==> config.mk <==
export PLATFORM = sky130hd
export DESIGN_NAME = kti_ctrl
export DESIGN_NICKNAME = d
export VERILOG_FILES = /design/src/kti_pkg.sv /design/src/kti_ctrl.sv
export SDC_FILE = /design/constraint.sdc
export NUM_CORES = 1
export LEC_CHECK = 0
export BUFFER_PORTS_ARGS = -buffer_cell sky130_fd_sc_hd__buf_2
export CAP_MARGIN = 25
export CORE_MARGIN = 2
export CORE_UTILIZATION = 45
export CTS_CLUSTER_SIZE = 10
export DETAILED_ROUTE_END_ITERATION = 7
export GPL_TIMING_DRIVEN = 0
export PLACE_DENSITY = 0.85
export SYNTH_ARGS = -nofsm -noshare
export SYNTH_HDL_FRONTEND = slang
export SYNTH_SLANG_ARGS = --single-unit
==> constraint.sdc <==
create_clock -name clk -period 3.33 [get_ports clk]
set_input_delay 0.666 -clock clk [delete_from_list [all_inputs] [get_ports clk]]
set_output_delay 0.666 -clock clk [all_outputs]
set_load 0.02 [all_outputs]
==> src/kti_pkg.sv <==
package kti_pkg;

  // table geometry and arithmetic widths
  localparam int KEYS = 64;
  localparam int AW   = $clog2(KEYS);
  localparam int CW   = $clog2(KEYS + 1);
  localparam int VW   = 32;
  localparam int TW   = 16;
  localparam int DCW  = $clog2(TW);
  localparam int HW   = 40;
  localparam int PW   = HW + TW + 1;

  // configuration register byte address
  localparam logic [1:0] REG_LOOP_ADDR = 2'd0;

  typedef enum logic [1:0] {
    FN_PUT   = 2'd0,
    FN_EVAL  = 2'd1,
    FN_CLEAR = 2'd2,
    FN_NOP   = 2'd3
  } func_t;

  typedef enum logic [1:0] {
    ST_OK    = 2'd0,
    ST_FULL  = 2'd1,
    ST_EMPTY = 2'd2,
    ST_NEG   = 2'd3
  } status_t;

  // one stored keyframe
  typedef struct packed {
    logic signed [VW-1:0] stamp;
    logic signed [VW-1:0] ex;
    logic signed [VW-1:0] ey;
    logic signed [VW-1:0] ez;
    logic signed [VW-1:0] lx;
    logic signed [VW-1:0] ly;
    logic signed [VW-1:0] lz;
    logic                 spl;
  } key_t;

  typedef enum logic [4:0] {
    S_IDLE, S_START, S_SCAN_RD, S_SCAN_CMP, S_DECIDE, S_SH_RD, S_SH_WR, S_WRITE,
    S_F0, S_F1, S_F2, S_F3, S_DIV, S_AR_INIT, S_AR_MUL, S_AR_ADD, S_AR_STORE, S_DONE
  } state_t;

  typedef enum logic [2:0] {
    RD_IDX, RD_JM1, RD_PV, RD_BI, RD_AI
  } rd_sel_t;

  typedef enum logic [1:0] {
    RES_ZERO, RES_NX_LEAVE, RES_NX_ENTRY, RES_PV_LEAVE
  } res_sel_t;

  // controller to datapath
  typedef struct packed {
    logic     item_load;
    logic     idx_clr;
    logic     idx_inc;
    logic     scan_stop;
    logic     j_load;
    logic     j_dec;
    rd_sel_t  rd_sel;
    logic     we;
    logic     wr_shift;
    logic     count_inc;
    logic     count_clr;
    logic     pv_load;
    logic     bi_load;
    logic     ai_load;
    logic     div_start;
    logic     div_step;
    logic     ar_init;
    logic     ar_mul;
    logic     ar_add;
    logic     ar_store;
    logic     res_load;
    res_sel_t res_sel;
    status_t  stat;
    logic     out_load;
  } cmd_t;

  // datapath to controller
  typedef struct packed {
    func_t func;
    logic  when_neg;
    logic  count_zero;
    logic  full;
    logic  idx_at_end;
    logic  idx_zero;
    logic  stamp_lt;
    logic  hit;
    logic  j_eq_idx;
    logic  div_last;
    logic  step_last;
    logic  comp_last;
  } stat_t;

  function automatic logic signed [VW-1:0] leave_of(key_t k, logic [1:0] c);
    case (c)
      2'd0:    return k.lx;
      2'd1:    return k.ly;
      default: return k.lz;
    endcase
  endfunction

  function automatic logic signed [VW-1:0] entry_of(key_t k, logic [1:0] c);
    case (c)
      2'd0:    return k.ex;
      2'd1:    return k.ey;
      default: return k.ez;
    endcase
  endfunction

  function automatic logic distinct(key_t k);
    return (k.ex != k.lx) || (k.ey != k.ly) || (k.ez != k.lz);
  endfunction

  // clamp a wide signed value into the result range
  function automatic logic signed [VW-1:0] sat_v(logic signed [HW-1:0] v);
    logic [HW-VW:0] top;
    top = v[HW-1:VW-1];
    if (top == '0 || top == '1) begin
      return v[VW-1:0];
    end else if (v[HW-1]) begin
      return {1'b1, {(VW-1){1'b0}}};
    end else begin
      return {1'b0, {(VW-1){1'b1}}};
    end
  endfunction

endpackage

==> src/kti_ctrl.sv <==
module kti_ctrl (
  input  logic            clk,
  input  logic            rst_n,
  input  logic            in_valid,
  output logic            in_ready,
  output logic            out_valid,
  input  logic            out_ready,
  input  kti_pkg::stat_t  stat,
  output kti_pkg::cmd_t   cmd
);
  import kti_pkg::*;

  state_t state_r, state_nxt;
  logic   out_valid_r, out_valid_nxt;

  // state and output handshake registers
  always_ff @(posedge clk) begin
    if (!rst_n) begin
      state_r     <= S_IDLE;
      out_valid_r <= 1'b0;
    end else begin
      state_r     <= state_nxt;
      out_valid_r <= out_valid_nxt;
    end
  end

  assign out_valid = out_valid_r;

  // next state and commands
  always_comb begin
    state_nxt     = state_r;
    cmd           = '0;
    in_ready      = 1'b0;
    out_valid_nxt = out_valid_r && !out_ready;
    case (state_r)
      S_IDLE: begin
        in_ready = 1'b1;
        if (in_valid) begin
          cmd.item_load = 1'b1;
          state_nxt     = S_START;
        end
      end
      S_START: begin
        case (stat.func)
          FN_PUT: begin
            if (stat.when_neg) begin
              cmd.res_load = 1'b1;
              cmd.res_sel  = RES_ZERO;
              cmd.stat     = ST_NEG;
              state_nxt    = S_DONE;
            end else begin
              cmd.idx_clr = 1'b1;
              state_nxt   = S_SCAN_RD;
            end
          end
          FN_EVAL: begin
            if (stat.count_zero) begin
              cmd.res_load = 1'b1;
              cmd.res_sel  = RES_ZERO;
              cmd.stat     = ST_EMPTY;
              state_nxt    = S_DONE;
            end else begin
              cmd.idx_clr = 1'b1;
              state_nxt   = S_SCAN_RD;
            end
          end
          FN_CLEAR: begin
            cmd.count_clr = 1'b1;
            cmd.res_load  = 1'b1;
            cmd.res_sel   = RES_ZERO;
            cmd.stat      = ST_OK;
            state_nxt     = S_DONE;
          end
          default: begin
            cmd.res_load = 1'b1;
            cmd.res_sel  = RES_ZERO;
            cmd.stat     = ST_OK;
            state_nxt    = S_DONE;
          end
        endcase
      end
      // linear search for the first key not before the query time
      S_SCAN_RD: begin
        cmd.rd_sel = RD_IDX;
        state_nxt  = stat.idx_at_end ? S_DECIDE : S_SCAN_CMP;
      end
      S_SCAN_CMP: begin
        if (stat.stamp_lt) begin
          cmd.idx_inc = 1'b1;
          state_nxt   = S_SCAN_RD;
        end else begin
          cmd.scan_stop = 1'b1;
          state_nxt     = S_DECIDE;
        end
      end
      S_DECIDE: begin
        if (stat.func == FN_PUT) begin
          if (stat.hit) begin
            state_nxt = S_WRITE;
          end else if (stat.full) begin
            cmd.res_load = 1'b1;
            cmd.res_sel  = RES_ZERO;
            cmd.stat     = ST_FULL;
            state_nxt    = S_DONE;
          end else begin
            cmd.j_load = 1'b1;
            state_nxt  = S_SH_RD;
          end
        end else if (stat.hit) begin
          cmd.res_load = 1'b1;
          cmd.res_sel  = RES_NX_LEAVE;
          cmd.stat     = ST_OK;
          state_nxt    = S_DONE;
        end else if (stat.idx_zero) begin
          cmd.res_load = 1'b1;
          cmd.res_sel  = RES_NX_ENTRY;
          cmd.stat     = ST_OK;
          state_nxt    = S_DONE;
        end else begin
          state_nxt = S_F0;
        end
      end
      // move entries up one slot to open the insert position
      S_SH_RD: begin
        if (stat.j_eq_idx) begin
          state_nxt = S_WRITE;
        end else begin
          cmd.rd_sel = RD_JM1;
          state_nxt  = S_SH_WR;
        end
      end
      S_SH_WR: begin
        cmd.we       = 1'b1;
        cmd.wr_shift = 1'b1;
        cmd.j_dec    = 1'b1;
        state_nxt    = S_SH_RD;
      end
      S_WRITE: begin
        cmd.we        = 1'b1;
        cmd.count_inc = !stat.hit;
        cmd.res_load  = 1'b1;
        cmd.res_sel   = RES_ZERO;
        cmd.stat      = ST_OK;
        state_nxt     = S_DONE;
      end
      // fetch previous key and the two outer neighbors
      S_F0: begin
        cmd.rd_sel = RD_PV;
        state_nxt  = S_F1;
      end
      S_F1: begin
        cmd.rd_sel  = RD_BI;
        cmd.pv_load = 1'b1;
        state_nxt   = S_F2;
      end
      S_F2: begin
        cmd.rd_sel  = RD_AI;
        cmd.bi_load = 1'b1;
        state_nxt   = S_F3;
      end
      S_F3: begin
        cmd.ai_load = 1'b1;
        if (stat.idx_at_end) begin
          cmd.res_load = 1'b1;
          cmd.res_sel  = RES_PV_LEAVE;
          cmd.stat     = ST_OK;
          state_nxt    = S_DONE;
        end else begin
          cmd.div_start = 1'b1;
          state_nxt     = S_DIV;
        end
      end
      S_DIV: begin
        cmd.div_step = 1'b1;
        if (stat.div_last) begin
          state_nxt = S_AR_INIT;
        end
      end
      // horner evaluation, one component at a time
      S_AR_INIT: begin
        cmd.ar_init = 1'b1;
        state_nxt   = S_AR_MUL;
      end
      S_AR_MUL: begin
        cmd.ar_mul = 1'b1;
        state_nxt  = S_AR_ADD;
      end
      S_AR_ADD: begin
        cmd.ar_add = 1'b1;
        state_nxt  = stat.step_last ? S_AR_STORE : S_AR_MUL;
      end
      S_AR_STORE: begin
        cmd.ar_store = 1'b1;
        state_nxt    = stat.comp_last ? S_DONE : S_AR_INIT;
      end
      S_DONE: begin
        if (!out_valid_r || out_ready) begin
          cmd.out_load  = 1'b1;
          out_valid_nxt = 1'b1;
          state_nxt     = S_IDLE;
        end
      end
      default: begin
        state_nxt = S_IDLE;
      end
    endcase
  end

  a_accept_starts: assert property (@(posedge clk) disable iff (!rst_n)
    in_valid && in_ready |=> state_r == S_START)
    else $error("accepted item did not start processing");

  a_valid_from_done: assert property (@(posedge clk) disable iff (!rst_n)
    $rose(out_valid_r) |-> $past(state_r == S_DONE))
    else $error("result raised outside completion");

  a_stall_holds: assert property (@(posedge clk) disable iff (!rst_n)
    state_r == S_DONE && out_valid_r && !out_ready |=> state_r == S_DONE && out_valid_r)
    else $error("finished result lost under stall");

endmodule

Yosys cells after proc, flatten, opt, wreduce, memory -nomap -nowiden --
Cells that the tools add are included.
Word-level totals: input port bits 17, output and inout port bits 30, flip-flop bits (word level) 6, logic and storage cells 95
Cells by class: eq/ne operators 22, reductions and logical operators 9, mux-type cells 62
Operators with widths (number):
- two-way mux 5 bit | 21
- case mux 5 bit (18 select lines) | 1
- equality test 5 x 4 -> 1 bit, second input constant | 8
- two-way mux 1 bit | 31
- equality test 5 x 3 -> 1 bit, second input constant | 4
- case mux 5 bit (2 select lines) | 2
- case mux 5 bit (4 select lines) | 1
- case mux 3 bit (4 select lines) | 1
- equality test 5 x 2 -> 1 bit, second input constant | 2
- equality test 5 bit, second input constant | 2
- two-way mux 3 bit | 2
- != test 2 bit, second input constant | 3
- equality test 5 x 1 -> 1 bit, second input constant | 1
- logical NOT 5 bit | 1
- two-way mux 2 bit | 2
- logical NOT 1 bit | 3
- AND reduction 3 bit | 1
- equality test 2 x 1 -> 1 bit, second input constant | 1
- equality test 2 bit, second input constant | 1
- logical NOT 2 bit | 1
- case mux 1 bit (2 select lines) | 1
- OR reduction 2 bit | 1
- logical AND 1 bit | 1
- logical OR 1 bit | 1

Logic depth before layout (Yosys ltp) --
word-level depth 4, depth in mapped cells 6, gate-level depth less buffers 4

Worst setup path before layout --
OpenSTA, ideal clock, no wires.
kind input -> output, start input port stat[11] in the netlist's numbering, end output port cmd[23] in the netlist's numbering, stages 3, arrival 1.515 ns, path buffers 1, data required time 2.664 ns, path slack 1.149 ns, cells stage by stage or2_1 -> clkbuf_1 -> nor3_1
RTL lines:
- start: declaration | line kti_ctrl.sv:8 | input kti_pkg::stat_t stat,
- end: declaration | line kti_ctrl.sv:9 | output kti_pkg::cmd_t cmd

==> results by group <==
Worst setup path
  – FF-to-FF Start: state_r[3]
  – Crit Path Category: flop to output pin
  – Critical path's most frequent cell: buf_2
  – Worst Path Required: 2.66 ns
  – Crit-path cells: buf_2 -> nor2b_1 -> o311ai_1 -> o221ai_1 -> buf_2
  – Slowest CP cell: dfxtp_1
  – Crit path launch type: flop
  – Critical path fanouts, max: 10
  – Crit-path max cell delay: 0.38 ns
  – Crit path from: state_r[2]
  – R2R setup slack: 1.62 ns
  – CP Capture Type: output pin
  – WP data arrival: ~1.9 ns

Clocking
  – Root buf cell: clkbuf_4
  – Setup Fix Bufs, Post-CTS: 0
  – Clock transition at the registers of the reported paths: 0.05 ns
  – CTS tree: yes
  – CTS Buf Count: 3
  – Clock Sinks: 6
  – Maximum buffer depth of the clock tree: 2
  – Clk_lat worst skew: 0.25 ns
  – H-tree depth: 1
  – Hold Buf Count CTS: 0
  – Post-cts resize count: 0

Flow run
  – Max Cap Viol: 0

STA
  – Slew Limit Fails: 0
  – Final-report setup violation count: 0
  – Relative slew slack: 0.7070
  – Worst setup margin: approximately 0.78 ns
  – Hold Slack: 0.5825 ns
  – Clock Skew: 0.006312 ns
  – Final period util: 0.7672
  – Sum Neg Setup Slack: 0 ns
  – Achievable Freq: 0.3914 GHz
  – RSZ-0062 raised after global routing: no
  – Worst-Margin Slew: 0.4394 ns
  – Final Critical Period: 2.555 ns
  – Final Hold Vio Count: 0

Logic synthesis
  – Post-Syn Area per Cell: 7.035 µm²
  – Ys flop type: dfxtp_1
  – Synthesized flop and latch total: 6
  – Post-synthesis cell count: 122
  – Ys Warns: 0
  – Netlist cell types: 46
  – Seq/Total Area, Yosys: 0.1399
  – Number of flops mapped to enable cells by yosys: 0
  – Net count after synthesis: around 140
  – Post-synth ARST share: 0
  – Post-Syn Area: between 800 and 900 µm²

Global route
  – Largest net degree at the start of global routing: 11
  – GRT Total Usage: 0.2592
  – Number of global-route vias before repair: 972
  – Initial antenna violation count: 0
  – First-pass GRT wire length: approximately 4300 µm
  – GRT overflow: 0

Placement
  – Detailed-placement wirelength estimate: 2198 µm
  – Port bufs: 46
  – Gpl congestion: 0.9160
  – Place WS: just under 1 ns

Routing
  – Initial drt markers: 41
  – Routed vias/inst: just under 6
  – Initial DRT Pass Iterations: 4
  – Residual DRC: 0
  – Antenna-violating nets left: 0
  – Final WL: 2729 µm
  – Vias: 1155
  – WL/cell: between 10 and 15 µm

Layout
  – Ant diodes: 0
  – Final net count: 190
  – Layout cell share with drive strength beyond 1: 0.3860
  – Area delta synth->final: 33.09%

Die
  – Starting Density: 0.4865
  – Die W: 47.68 µm
  – Rows: 15
  – Die ar.: 2273 µm²
  – Boundary Pins: 47
  – Die Height: 47.68 µm
  – Core Box Area: 1764 µm²

Power and ir drop
  – Leak pwr: 0.0005741 µW
  – Tot Pwr: 607.9 µW
  – Power per cell area: roughly 530 nW/µm²
  – Max VDD drop: 0.0003325 V

Run status
  – Outcome: completed

Hold path
  – HP Class: flop to flop
  – Hold Crit Start: out_valid
==> logic make-up after synthesis <==
logic type	synth area share
buffers and inverters	0.09912
flip-flops	0.1399
AND/OR/NAND/NOR	0.4912
AO/OA/AOI/OAI	0.2449
multiplexers	0.02478
==> worst max-delay path, delay by kind of cell (launching register included) <==
family | cells | cell delay [ns]
buffers and inverters | 2 | 0.46
AND/OR/NAND/NOR | 1 | 0.32
flip-flops | 1 | 0.38
AO/OA/AOI/OAI | 2 | 0.47
==> registers in the layout (all words and copies together) (netlist names) <==
register   count
state_r        5
out_valid      1
==> routing by layer <==
layer	vias to the layer above	wire [µm]	track usage
li1	557	-	-
met1	525	1113	0.3581
met2	67	1307	0.4135
met3	6	282	0.04151
met4	0	26	0.08108
met5	-	0	0
==> cells in the mapped netlist, drive strengths merged, types with 2 or more instances <==
| master | number | area, µm² |
|---|---|---|
| nor2 | 14 | 52.55 |
| nor3 | 14 | 91.34 |
| buf | 8 | 51.29 |
| inv | 7 | 26.28 |
| dfxtp | 6 | 120.1 |
| nor2b | 6 | 37.54 |
| o21ai | 6 | 30.02 |
| a21oi | 5 | 25.02 |
| and3 | 5 | 31.28 |
| nand2b | 5 | 31.28 |
| nand3 | 5 | 25.02 |
| nand2 | 3 | 13.77 |
| nor4 | 3 | 25.02 |
| or2 | 3 | 18.77 |
| a32o | 2 | 20.02 |
| and2 | 2 | 12.51 |
| clkbuf | 2 | 7.510 |
| nand3b | 2 | 15.01 |
| nor3b | 2 | 15.01 |
| o31a | 2 | 17.52 |
| or4 | 2 | 15.01 |
==> layout by cell type (no fill, tap or decap), types with 2 or more instances in the layout <==
cell and count:
a21oi_1 5, a32o_1 2, and2_1 2, and3_1 5
buf_2 51, buf_4 2, clkbuf_1 2, clkbuf_4 3
dfxtp_1 6, inv_1 7, nand2_1 2, nand2b_1 5
nand3_1 5, nand3b_1 2, nor2_1 14, nor2b_1 6
nor3_1 11, nor3_2 2, nor3b_1 2, nor4_1 2
o21ai_0 5, o31a_1 2, or2_1 3, or4_1 2
==> report_power, final <==
part | switching (µW) | internal (µW) | leakage, µW
Sequential | 17.0 | 88.7 | 0.0000489
Combinational | 271 | 165 | 0.000511
Clock | 25.7 | 40.7 | 0.0000138
==> final timing paths <==
| check | to | depth (start not counted) |
|---|---|---|
| hold / removal | out_valid | 2 |
| setup / recovery | cmd[5] | 5 |
| setup reg to reg | state_r[1] | 4 |
| hold reg to reg | out_valid | 2 |
==> per-stage QoR <==
stage	cells	instance area (µm²)	util
6_report	196	1142	0.6475
5_1_grt	196	1142	0.6475
2_1_floorplan	122	858.3	-
4_1_cts	196	1142	0.6475
3_5_place_dp	193	1120	0.6348
3_3_place_gp	193	1120	0.6348
==> final cells by class <==
class,instances,area (µm²)
Inverter,7,26.28
Tap cell,25,31.28
Multi-Input combinational cell,99,653.1
Fill cell,168,621.8
Sequential cell,6,120.1
Buffer,10,58.81
Timing Repair Buffer,46,230.2
Clock buffer,3,22.52
No activity file was read; power rests on OpenSTA's default activity.
